<file path="src/itse_pkg.sv">
// ----------------------------------------------------------------------------
// itse_pkg
// Shared types, constants and small lookup functions for the timestamp to
// epoch nanoseconds converter.
// ----------------------------------------------------------------------------
package itse_pkg;

  localparam int unsigned YEAR_W  = 19;
  localparam int unsigned FIELD_W = 13;
  localparam int unsigned FRAC_W  = 64;
  localparam int unsigned CNT_W   = 6;

  localparam int unsigned QUEUE_DEPTH = 2;

  localparam logic [CNT_W-1:0] POS_Y3   = 6'd0;
  localparam logic [CNT_W-1:0] POS_Y2   = 6'd1;
  localparam logic [CNT_W-1:0] POS_Y1   = 6'd2;
  localparam logic [CNT_W-1:0] POS_Y0   = 6'd3;
  localparam logic [CNT_W-1:0] POS_MO1  = 6'd5;
  localparam logic [CNT_W-1:0] POS_MO0  = 6'd6;
  localparam logic [CNT_W-1:0] POS_D1   = 6'd8;
  localparam logic [CNT_W-1:0] POS_D0   = 6'd9;
  localparam logic [CNT_W-1:0] POS_H1   = 6'd11;
  localparam logic [CNT_W-1:0] POS_H0   = 6'd12;
  localparam logic [CNT_W-1:0] POS_MI1  = 6'd14;
  localparam logic [CNT_W-1:0] POS_MI0  = 6'd15;
  localparam logic [CNT_W-1:0] POS_S1   = 6'd17;
  localparam logic [CNT_W-1:0] POS_S0   = 6'd18;
  localparam logic [CNT_W-1:0] POS_DOT  = 6'd19;
  localparam logic [CNT_W-1:0] POS_FRAC = 6'd20;
  localparam logic [CNT_W-1:0] CNT_MAX  = 6'd63;

  localparam logic [CNT_W-1:0] FRACTION_LIMIT = 6'd18;

  localparam logic [7:0] CHAR_DOT = 8'h2e;
  localparam logic [7:0] CHAR_Z   = 8'h5a;

  typedef struct packed {
    logic signed [YEAR_W-1:0]  year;
    logic signed [FIELD_W-1:0] month;
    logic signed [FIELD_W-1:0] day;
    logic signed [FIELD_W-1:0] hour;
    logic signed [FIELD_W-1:0] minute;
    logic signed [FIELD_W-1:0] second;
    logic [FRAC_W-1:0]         fraction;
    logic [CNT_W-1:0]          frac_cnt;
    logic                      frac_en;
  } itse_rec_t;

  // day of year at month start, months counted from march
  function automatic logic [8:0] month_doy(input logic [3:0] mp);
    logic [8:0] v;
    case (mp)
      4'd0:    v = 9'd0;
      4'd1:    v = 9'd31;
      4'd2:    v = 9'd61;
      4'd3:    v = 9'd92;
      4'd4:    v = 9'd122;
      4'd5:    v = 9'd153;
      4'd6:    v = 9'd184;
      4'd7:    v = 9'd214;
      4'd8:    v = 9'd245;
      4'd9:    v = 9'd275;
      4'd10:   v = 9'd306;
      4'd11:   v = 9'd337;
      default: v = 9'd0;
    endcase
    return v;
  endfunction

  // quotient by 100 for a year of era below 400
  function automatic logic [1:0] div100(input logic [8:0] v);
    logic [1:0] q;
    if (v >= 9'd300) begin
      q = 2'd3;
    end else if (v >= 9'd200) begin
      q = 2'd2;
    end else if (v >= 9'd100) begin
      q = 2'd1;
    end else begin
      q = 2'd0;
    end
    return q;
  endfunction

endpackage

</file>
<file path="src/itse_front.sv">
// ----------------------------------------------------------------------------
// itse_front
// Character parser: accumulates date, time and fraction fields by position
// and presents the finished field record on the last character.
// ----------------------------------------------------------------------------
module itse_front
  import itse_pkg::*;
(
  input  logic       clk,
  input  logic       rst_n,
  input  logic [7:0] char_code,
  input  logic       final_char,
  input  logic       accept,
  output itse_rec_t  rec
);

  typedef enum logic [2:0] {
    TGT_NONE,
    TGT_YEAR,
    TGT_MONTH,
    TGT_DAY,
    TGT_HOUR,
    TGT_MINUTE,
    TGT_SECOND
  } tgt_t;

  logic [CNT_W-1:0]          pos_r, pos_nxt;
  logic signed [YEAR_W-1:0]  year_r, year_nxt;
  logic signed [FIELD_W-1:0] month_r, month_nxt;
  logic signed [FIELD_W-1:0] day_r, day_nxt;
  logic signed [FIELD_W-1:0] hour_r, hour_nxt;
  logic signed [FIELD_W-1:0] minute_r, minute_nxt;
  logic signed [FIELD_W-1:0] second_r, second_nxt;
  logic [FRAC_W-1:0]         frac_r, frac_nxt;
  logic [CNT_W-1:0]          fcnt_r, fcnt_nxt;
  logic                      dot_r, dot_nxt;

  logic signed [8:0]  digit;
  logic [9:0]         weight;
  tgt_t               tgt;
  logic signed [19:0] term_full;
  logic signed [18:0] term;
  logic               frac_take;

  assign digit     = $signed({1'b0, char_code}) - 9'sd48;
  assign term_full = digit * $signed({1'b0, weight});
  assign term      = term_full[18:0];

  always_comb begin
    tgt    = TGT_NONE;
    weight = 10'd0;
    unique case (pos_r)
      POS_Y3:  begin tgt = TGT_YEAR;   weight = 10'd1000; end
      POS_Y2:  begin tgt = TGT_YEAR;   weight = 10'd100;  end
      POS_Y1:  begin tgt = TGT_YEAR;   weight = 10'd10;   end
      POS_Y0:  begin tgt = TGT_YEAR;   weight = 10'd1;    end
      POS_MO1: begin tgt = TGT_MONTH;  weight = 10'd10;   end
      POS_MO0: begin tgt = TGT_MONTH;  weight = 10'd1;    end
      POS_D1:  begin tgt = TGT_DAY;    weight = 10'd10;   end
      POS_D0:  begin tgt = TGT_DAY;    weight = 10'd1;    end
      POS_H1:  begin tgt = TGT_HOUR;   weight = 10'd10;   end
      POS_H0:  begin tgt = TGT_HOUR;   weight = 10'd1;    end
      POS_MI1: begin tgt = TGT_MINUTE; weight = 10'd10;   end
      POS_MI0: begin tgt = TGT_MINUTE; weight = 10'd1;    end
      POS_S1:  begin tgt = TGT_SECOND; weight = 10'd10;   end
      POS_S0:  begin tgt = TGT_SECOND; weight = 10'd1;    end
      default: begin tgt = TGT_NONE;   weight = 10'd0;    end
    endcase
  end

  always_comb begin
    year_nxt   = year_r;
    month_nxt  = month_r;
    day_nxt    = day_r;
    hour_nxt   = hour_r;
    minute_nxt = minute_r;
    second_nxt = second_r;
    unique case (tgt)
      TGT_YEAR:   year_nxt   = year_r + term;
      TGT_MONTH:  month_nxt  = month_r + term[FIELD_W-1:0];
      TGT_DAY:    day_nxt    = day_r + term[FIELD_W-1:0];
      TGT_HOUR:   hour_nxt   = hour_r + term[FIELD_W-1:0];
      TGT_MINUTE: minute_nxt = minute_r + term[FIELD_W-1:0];
      TGT_SECOND: second_nxt = second_r + term[FIELD_W-1:0];
      default:    year_nxt   = year_r;
    endcase

    dot_nxt = dot_r;
    if (pos_r == POS_DOT) begin
      dot_nxt = (char_code == CHAR_DOT);
    end

    frac_take = (pos_r >= POS_FRAC) && dot_r && !(final_char && (char_code == CHAR_Z));
    frac_nxt  = frac_r;
    fcnt_nxt  = fcnt_r;
    if (frac_take) begin
      frac_nxt = (frac_r << 3) + (frac_r << 1) + FRAC_W'(digit);
      if (fcnt_r != CNT_MAX) begin
        fcnt_nxt = fcnt_r + 6'd1;
      end
    end

    pos_nxt = (pos_r == CNT_MAX) ? pos_r : pos_r + 6'd1;
  end

  always_comb begin
    rec.year     = year_nxt;
    rec.month    = month_nxt;
    rec.day      = day_nxt;
    rec.hour     = hour_nxt;
    rec.minute   = minute_nxt;
    rec.second   = second_nxt;
    rec.fraction = frac_nxt;
    rec.frac_cnt = fcnt_nxt;
    rec.frac_en  = (pos_r >= POS_FRAC) && dot_r;
  end

  always_ff @(posedge clk) begin
    if (!rst_n || (accept && final_char)) begin
      pos_r    <= '0;
      year_r   <= '0;
      month_r  <= '0;
      day_r    <= '0;
      hour_r   <= '0;
      minute_r <= '0;
      second_r <= '0;
      frac_r   <= '0;
      fcnt_r   <= '0;
      dot_r    <= 1'b0;
    end else if (accept) begin
      pos_r    <= pos_nxt;
      year_r   <= year_nxt;
      month_r  <= month_nxt;
      day_r    <= day_nxt;
      hour_r   <= hour_nxt;
      minute_r <= minute_nxt;
      second_r <= second_nxt;
      frac_r   <= frac_nxt;
      fcnt_r   <= fcnt_nxt;
      dot_r    <= dot_nxt;
    end
  end

endmodule

</file>
<file path="src/itse_fifo.sv">
// ----------------------------------------------------------------------------
// itse_fifo
// Short record queue between the character parser and the converter.
// ----------------------------------------------------------------------------
module itse_fifo
  import itse_pkg::*;
(
  input  logic      clk,
  input  logic      rst_n,
  input  logic      push,
  input  itse_rec_t wr_rec,
  input  logic      pop,
  output logic      full,
  output logic      empty,
  output itse_rec_t rd_rec
);

  localparam int unsigned PTR_W = (QUEUE_DEPTH > 1) ? $clog2(QUEUE_DEPTH) : 1;
  localparam logic [PTR_W-1:0] PTR_LAST = PTR_W'(QUEUE_DEPTH - 1);
  localparam logic [PTR_W:0]   CNT_FULL = (PTR_W + 1)'(QUEUE_DEPTH);

  itse_rec_t        mem_r [QUEUE_DEPTH];
  logic [PTR_W-1:0] wr_ptr_r, wr_ptr_nxt;
  logic [PTR_W-1:0] rd_ptr_r, rd_ptr_nxt;
  logic [PTR_W:0]   count_r, count_nxt;
  logic             do_push, do_pop;

  assign full    = (count_r == CNT_FULL);
  assign empty   = (count_r == '0);
  assign do_push = push && !full;
  assign do_pop  = pop && !empty;
  assign rd_rec  = mem_r[rd_ptr_r];

  always_comb begin
    wr_ptr_nxt = wr_ptr_r;
    rd_ptr_nxt = rd_ptr_r;
    count_nxt  = count_r;
    if (do_push) begin
      wr_ptr_nxt = (wr_ptr_r == PTR_LAST) ? '0 : wr_ptr_r + 1'b1;
    end
    if (do_pop) begin
      rd_ptr_nxt = (rd_ptr_r == PTR_LAST) ? '0 : rd_ptr_r + 1'b1;
    end
    if (do_push && !do_pop) begin
      count_nxt = count_r + 1'b1;
    end else if (do_pop && !do_push) begin
      count_nxt = count_r - 1'b1;
    end
  end

  always_ff @(posedge clk) begin
    if (!rst_n) begin
      wr_ptr_r <= '0;
      rd_ptr_r <= '0;
      count_r  <= '0;
    end else begin
      wr_ptr_r <= wr_ptr_nxt;
      rd_ptr_r <= rd_ptr_nxt;
      count_r  <= count_nxt;
    end
  end

  always_ff @(posedge clk) begin
    if (do_push) begin
      mem_r[wr_ptr_r] <= wr_rec;
    end
  end

endmodule

</file>
<file path="src/itse_back.sv">
// ----------------------------------------------------------------------------
// itse_back
// Converter: turns one field record into nanoseconds since the epoch through
// a fixed sequence of narrow multiply and add steps, then holds the word in
// an output register until it is taken.
// ----------------------------------------------------------------------------
module itse_back
  import itse_pkg::*;
#(
  parameter int unsigned NANO_DIGITS = 9
) (
  input  logic               clk,
  input  logic               rst_n,
  input  logic               q_empty,
  input  itse_rec_t          q_rec,
  output logic               q_pop,
  input  logic               out_pop,
  output logic               out_empty,
  output logic signed [63:0] out_epoch_ns
);

  localparam int unsigned SCALE_W = $clog2(NANO_DIGITS + 1);
  localparam logic [CNT_W-1:0] NANO_CNT = CNT_W'(NANO_DIGITS);

  typedef enum logic [12:0] {
    ST_IDLE  = 13'b0000000000001,
    ST_MON   = 13'b0000000000010,
    ST_YEAR  = 13'b0000000000100,
    ST_ERA   = 13'b0000000001000,
    ST_YOE   = 13'b0000000010000,
    ST_DOE   = 13'b0000000100000,
    ST_DAYS  = 13'b0000001000000,
    ST_SECS  = 13'b0000010000000,
    ST_MLO   = 13'b0000100000000,
    ST_MHI   = 13'b0001000000000,
    ST_SCALE = 13'b0010000000000,
    ST_SUM   = 13'b0100000000000,
    ST_OUT   = 13'b1000000000000
  } state_t;

  state_t state_r, state_nxt;
  logic   out_valid_r, out_valid_nxt;
  logic   take_out, out_load;

  itse_rec_t          rec_r;
  logic [7:0]         q12_r;
  logic [3:0]         month_r;
  logic [18:0]        x400_r;
  logic signed [24:0] hms_r;
  logic [9:0]         q400_r;
  logic [8:0]         yoe_r;
  logic signed [10:0] era_r;
  logic [3:0]         mp_r;
  logic [17:0]        doe_r;
  logic signed [28:0] days_r;
  logic signed [47:0] secs_r;
  logic [53:0]        plo_r;
  logic [39:0]        phi_r;
  logic [63:0]        nanos_r;
  logic [SCALE_W-1:0] scale_r;
  logic [63:0]        acc_r;
  logic [63:0]        out_data_r;

  logic signed [12:0] x12_s;
  logic [11:0]        x12;
  logic [24:0]        p12;
  logic [11:0]        m_w;
  logic               m_low;
  logic signed [8:0]  yadj;
  logic signed [18:0] y_s;
  logic signed [18:0] yy_s;
  logic signed [18:0] x400_s;
  logic signed [24:0] hms_w;
  logic [38:0]        p400;
  logic [18:0]        yoe_w;
  logic signed [10:0] era_w;
  logic [17:0]        doe_w;
  logic signed [28:0] days_w;
  logic signed [47:0] secs_w;
  logic [53:0]        plo_w;
  logic signed [53:0] phi_w;
  logic               frac_ok;
  logic [CNT_W-1:0]   scale_diff;

  // month normalization: (month - 1) / 12 with an offset that keeps it positive
  assign x12_s  = rec_r.month + 13'sd575;
  assign x12    = x12_s[11:0];
  assign p12    = x12 * 13'd5462;
  assign m_w    = x12 - ({4'd0, q12_r} << 3) - ({4'd0, q12_r} << 2) + 12'd1;
  assign m_low  = (m_w[3:0] <= 4'd2);
  assign yadj   = $signed({1'b0, q12_r}) - 9'sd48;
  assign y_s    = rec_r.year + 19'(yadj);
  assign yy_s   = y_s - (m_low ? 19'sd1 : 19'sd0);
  assign x400_s = yy_s + 19'sd53600;
  assign hms_w  = 25'(rec_r.hour) * 25'sd3600 + 25'(rec_r.minute) * 25'sd60
                + 25'(rec_r.second);

  // era from the offset year, 400 years per era
  assign p400  = x400_r * 20'd671089;
  assign yoe_w = x400_r - 19'(q400_r) * 19'd400;
  assign era_w = $signed({1'b0, q400_r}) - 11'sd134;

  assign doe_w = 18'(yoe_r) * 18'd365 + 18'(yoe_r[8:2]) - 18'(div100(yoe_r))
               + 18'(month_doy(mp_r));
  assign days_w = era_r * 29'sd146097 + $signed({11'd0, doe_r}) + 29'(rec_r.day)
                - 29'sd719469;
  assign secs_w = days_r * 48'sd86400 + 48'(hms_r);

  // seconds times 1e9 split into two partial products
  assign plo_w = secs_r[23:0] * 30'd1000000000;
  assign phi_w = $signed(secs_r[47:24]) * 54'sd1000000000;

  assign frac_ok    = q_rec.frac_en && (q_rec.frac_cnt <= FRACTION_LIMIT);
  assign scale_diff = NANO_CNT - q_rec.frac_cnt;

  assign take_out     = out_pop && out_valid_r;
  assign out_load     = (state_r == ST_OUT) && (!out_valid_r || take_out);
  assign q_pop        = (state_r == ST_IDLE) && !q_empty;
  assign out_empty    = !out_valid_r;
  assign out_epoch_ns = $signed(out_data_r);

  always_comb begin
    state_nxt = state_r;
    unique case (state_r)
      ST_IDLE:  if (!q_empty) state_nxt = ST_MON;
      ST_MON:   state_nxt = ST_YEAR;
      ST_YEAR:  state_nxt = ST_ERA;
      ST_ERA:   state_nxt = ST_YOE;
      ST_YOE:   state_nxt = ST_DOE;
      ST_DOE:   state_nxt = ST_DAYS;
      ST_DAYS:  state_nxt = ST_SECS;
      ST_SECS:  state_nxt = ST_MLO;
      ST_MLO:   state_nxt = ST_MHI;
      ST_MHI:   state_nxt = ST_SCALE;
      ST_SCALE: if (scale_r == '0) state_nxt = ST_SUM;
      ST_SUM:   state_nxt = ST_OUT;
      ST_OUT:   if (out_load) state_nxt = ST_IDLE;
      default:  state_nxt = ST_IDLE;
    endcase

    out_valid_nxt = out_valid_r && !take_out;
    if (out_load) begin
      out_valid_nxt = 1'b1;
    end
  end

  always_ff @(posedge clk) begin
    if (!rst_n) begin
      state_r     <= ST_IDLE;
      out_valid_r <= 1'b0;
    end else begin
      state_r     <= state_nxt;
      out_valid_r <= out_valid_nxt;
    end
  end

  always_ff @(posedge clk) begin
    unique case (state_r)
      ST_IDLE: begin
        if (!q_empty) begin
          rec_r   <= q_rec;
          nanos_r <= frac_ok ? q_rec.fraction : 64'd0;
          scale_r <= (q_rec.frac_cnt < NANO_CNT) ? scale_diff[SCALE_W-1:0] : '0;
        end
      end
      ST_MON: begin
        q12_r <= p12[23:16];
      end
      ST_YEAR: begin
        month_r <= m_w[3:0];
        x400_r  <= x400_s[18:0];
        hms_r   <= hms_w;
      end
      ST_ERA: begin
        q400_r <= p400[37:28];
      end
      ST_YOE: begin
        yoe_r <= yoe_w[8:0];
        era_r <= era_w;
        mp_r  <= (month_r > 4'd2) ? month_r - 4'd3 : month_r + 4'd9;
      end
      ST_DOE: begin
        doe_r <= doe_w;
      end
      ST_DAYS: begin
        days_r <= days_w;
      end
      ST_SECS: begin
        secs_r <= secs_w;
      end
      ST_MLO: begin
        plo_r <= plo_w;
      end
      ST_MHI: begin
        phi_r <= phi_w[39:0];
      end
      ST_SCALE: begin
        if (scale_r != '0) begin
          nanos_r <= (nanos_r << 3) + (nanos_r << 1);
          scale_r <= scale_r - 1'b1;
        end
      end
      ST_SUM: begin
        acc_r <= 64'(plo_r) + {phi_r, 24'd0};
      end
      ST_OUT: begin
        if (out_load) begin
          out_data_r <= acc_r + nanos_r;
        end
      end
      default: begin
        acc_r <= acc_r;
      end
    endcase
  end

endmodule

</file>
<file path="src/iso_timestamp_to_epoch_ns.sv">
// ----------------------------------------------------------------------------
// iso_timestamp_to_epoch_ns
// Converts a UTC timestamp YYYY-MM-DDThh:mm:ss[.fff...][Z], one character per
// word, into signed 64-bit nanoseconds since 1970-01-01T00:00:00Z.
// ----------------------------------------------------------------------------
// The parser takes one character every cycle and never stalls while the
// two-entry record queue has room. Each timestamp is then converted through
// the states from ST_MON to ST_OUT, with one pass of the shared multiply-by-ten
// step in ST_SCALE for each step by which the fraction digit count falls short
// of NANO_DIGITS, also when no fraction is present. Strings that are shorter
// than their conversion time and follow each other closely fill the queue and
// stall the input. The result waits in an output register; the queue lets the
// parser run ahead while it is held.
module iso_timestamp_to_epoch_ns
  import itse_pkg::*;
#(
  parameter int unsigned NANO_DIGITS = 9
) (
  input  logic               clk,
  input  logic               rst_n,
  input  logic [7:0]         in_char_code,
  input  logic               in_final_char,
  input  logic               in_push,
  output logic               in_full,
  output logic signed [63:0] out_epoch_ns,
  output logic               out_empty,
  input  logic               out_pop
);

  itse_rec_t front_rec;
  itse_rec_t q_rec;
  logic      in_accept;
  logic      q_push;
  logic      q_pop;
  logic      q_full;
  logic      q_empty;

  assign in_full   = q_full;
  assign in_accept = in_push && !q_full;
  assign q_push    = in_accept && in_final_char;

  itse_front u_front (
    .clk        (clk),
    .rst_n      (rst_n),
    .char_code  (in_char_code),
    .final_char (in_final_char),
    .accept     (in_accept),
    .rec        (front_rec)
  );

  itse_fifo u_fifo (
    .clk    (clk),
    .rst_n  (rst_n),
    .push   (q_push),
    .wr_rec (front_rec),
    .pop    (q_pop),
    .full   (q_full),
    .empty  (q_empty),
    .rd_rec (q_rec)
  );

  itse_back #(
    .NANO_DIGITS (NANO_DIGITS)
  ) u_back (
    .clk          (clk),
    .rst_n        (rst_n),
    .q_empty      (q_empty),
    .q_rec        (q_rec),
    .q_pop        (q_pop),
    .out_pop      (out_pop),
    .out_empty    (out_empty),
    .out_epoch_ns (out_epoch_ns)
  );

`ifndef SYNTHESIS
  a_push_not_full : assert property (@(posedge clk) disable iff (!rst_n)
    q_push |-> !q_full)
    else $error("record pushed into a full queue");

  a_pop_not_empty : assert property (@(posedge clk) disable iff (!rst_n)
    q_pop |-> !q_empty)
    else $error("record popped from an empty queue");

  a_record_kept : assert property (@(posedge clk) disable iff (!rst_n)
    (!q_empty && !q_pop) |=> !q_empty)
    else $error("queued record lost without a pop");
`endif

endmodule

</file>
<file path="config.mk">
export PLATFORM = sky130hd
export DESIGN_NAME = iso_timestamp_to_epoch_ns
export DESIGN_NICKNAME = d
export VERILOG_FILES = /design/src/itse_pkg.sv /design/src/itse_front.sv /design/src/itse_fifo.sv /design/src/itse_back.sv /design/src/iso_timestamp_to_epoch_ns.sv
export SDC_FILE = /design/constraint.sdc
export NUM_CORES = 2
export LEC_CHECK = 0
export ABC_AREA = 1
export BUFFER_PORTS_ARGS = -buffer_cell sky130_fd_sc_hd__clkbuf_2
export CORE_MARGIN = 2
export CORE_UTILIZATION = 45
export CTS_BUF_LIST = sky130_fd_sc_hd__clkbuf_4 sky130_fd_sc_hd__clkbuf_8
export DETAILED_ROUTE_END_ITERATION = 10
export PLACE_DENSITY = 0.57
export SLEW_MARGIN = 5
export SYNTH_ARGS = -nofsm -noshare
export SYNTH_HDL_FRONTEND = slang
export SYNTH_HIERARCHICAL = 1
export SYNTH_SLANG_ARGS = --single-unit
</file>
<file path="constraint.sdc">
create_clock -name clk -period 14.84 [get_ports clk]
set_input_delay 2.968 -clock clk [delete_from_list [all_inputs] [get_ports clk]]
set_output_delay 2.968 -clock clk [all_outputs]
set_load 0.01 [all_outputs]
</file>
==> metrics.txt <==
Skew-Pair Late Insertion Delay between 900 and 1000 ps; CTS tree yes; Die Wd 506 um; Clock Path Buffers 3; routed len/inst 17.7 um; # Post-CTS Setup Buffers 0; Global Route met3 Usage 2.40%; Hold-fix buffers, CTS 0; row count around 180; initial antenna violation count 3; Antenna Nets Post-Route 0; Net Count, Synth roughly 16000; Worst Tran Pin Value about 1200 ps; routed via count 87033; Initial Utilization a little under half; GRT met2 Usage between 40% and 50%; met1 Track Usage GR roughly a third; RSZ-0062 raised after global routing no; Netlist Area Pre-Place 113000 um^2; Cells after Synth around 14000; initial DRC count 5790; CP Launch Type input port; CTS H-Tree Depth 4; Layout Nets 16316; Core ar. roughly 250000 um^2; Synth Area per Inst between 8 and 9 um^2; gr ovfl total 0; commonest non-fill, non-tap cell in the layout inv_1; Max Fclk ~0.11 GHz; GRT Total Usage roughly 24%; Yosys warnings 6; DRC errors left 0; GP Congestion roughly 0.96; Setup crit end kind register; chip height approximately 510 um; Final min period about 8800 ps; outcome completed; clk slew on worst S/H paths ~60 ps; Hold Crit Class reg -> reg; post_cts resized 0; WP data arrival approximately 9700 ps; vias in the first global route between 80000 and 90000; clock skew 43.1 ps; most frequent cells in the layout 3016 x inv_1, 2795 x nand2_1, 1491 x ha_1; Critical Path RT around 16000 ps; PortBufs 78; maxcap violations 0; largest net degree at the start of global routing 139; Setup Total Neg Slack 0 ps; hpwl dp around 260000 um; die area 256000 um^2; # fillers 24876; synthesis-to-layout area growth 7.48%; Via density ~5; Final Hold Fails 0; clk root buf clkbuf_8; CP Class in -> reg; total CTS buffers around 190; DRT Pass-1 Iters 6; layout cell share with drive strength beyond 1 approximately 5.4%; fin crit share about three fifths; first-pass GRT wire length about 490000 um; Final Max Slew Viols 0; Sink Count between 1000 and 1500; crit path max fanout 11; drt total wl slightly above 300000 um; GRT busiest layer met2; slew margin rel. ~22%; final setup vio count 0; I/O pin count 79
layout make-up:
class                           count  area, um^2  share of cell area, %
Antenna cell                        4        10.0                0.00821
Clock buffer                      264        3270                   2.68
Clock inverter                     84         911                  0.747
Inverter                         3047       11400                   9.39
Multi-Input combinational cell   9463       72300                   59.3
Sequential cell                  1036       29100                   23.9
Tap cell                         3348        4190                   3.44
Timing Repair Buffer              112         683                  0.560
flip-flops by register name (all words and copies together), names as in the netlist, 8 cells and up, named ones only:
register / count
u_fifo/mem_r: 308
u_back/rec_r: 83
u_back/nanos_r: 64
u_back/out_epoch_ns: 64
u_front/frac_r: 64
u_back/acc_r: 55
u_back/secs_r: 48
u_back/plo_r: 45
u_back/phi_r: 31
u_back/days_r: 29
u_back/hms_r: 25
u_back/x400_r: 19
u_front/year_r: 19
u_back/doe_r: 18
u_back/state_r: 13
u_front/day_r: 13
u_front/hour_r: 13
u_front/minute_r: 13
u_front/second_r: 13
u_front/month_r: 12
u_back/era_r: 11
u_back/q400_r: 10
u_back/yoe_r: 9
u_back/q12_r: 8
per-stage QoR:
step                std cells  hold WS [ps]  cell area, um^2  setup WS (ps)  util (%)
finish                  17358           407           122000           6020      48.6
floorplan               13656           400           113000           4590         -
CTS                     17354           409           122000           6090      48.6
global route            17358           424           122000           5780      48.6
detailed placement      17006           405           118000           5010      46.9
global placement        17006           401           118000           5040      46.9
critical path, cell delays in order:
cell and delay, ps:
clkbuf_2 280, ha_1 240, xor2_1 510, or2_2 230, fa_1 410, fa_1 540
fa_1 440, fa_1 500, inv_1 50, fa_1 440, ha_1 360, xor2_1 920
ha_1 450, a21o_1 210, a21oi_1 220, nor2_1 70, nor3_1 190, nand3_1 100
nand3_1 140, o21ai_0 140, o21ai_0 200, inv_1 60
metal layers:
| metal | part of all wire, % | vias up |
|---|---|---|
| li1 | - | 43976 |
| met1 | 47 | 41042 |
| met2 | 47 | 1646 |
| met3 | 3.8 | 369 |
| met4 | 2.4 | 0 |
| met5 | 0 | - |
path summary, 6_finish.rpt:
path	start	endpoint	slack (ps)	depth (start not counted)
worst min-delay path	u_back/hms_r[1]$_DFFE_PP_	u_back/secs_r[1]$_DFFE_PP_	410	0
worst max-delay path	in_char_code[4]	u_front/year_r[15]$_SDFFE_PP0P_	6020	22
worst min register to register	u_back/hms_r[1]$_DFFE_PP_	u_back/secs_r[1]$_DFFE_PP_	410	0
worst max register to register	u_front/pos_r[5]$_SDFFE_PP0P_	u_front/year_r[15]$_SDFFE_PP0P_	7920	24
Power is left out: the tool's default activity adds up to more than one toggle a clock period on the data nets, which glitch-free logic cannot reach.
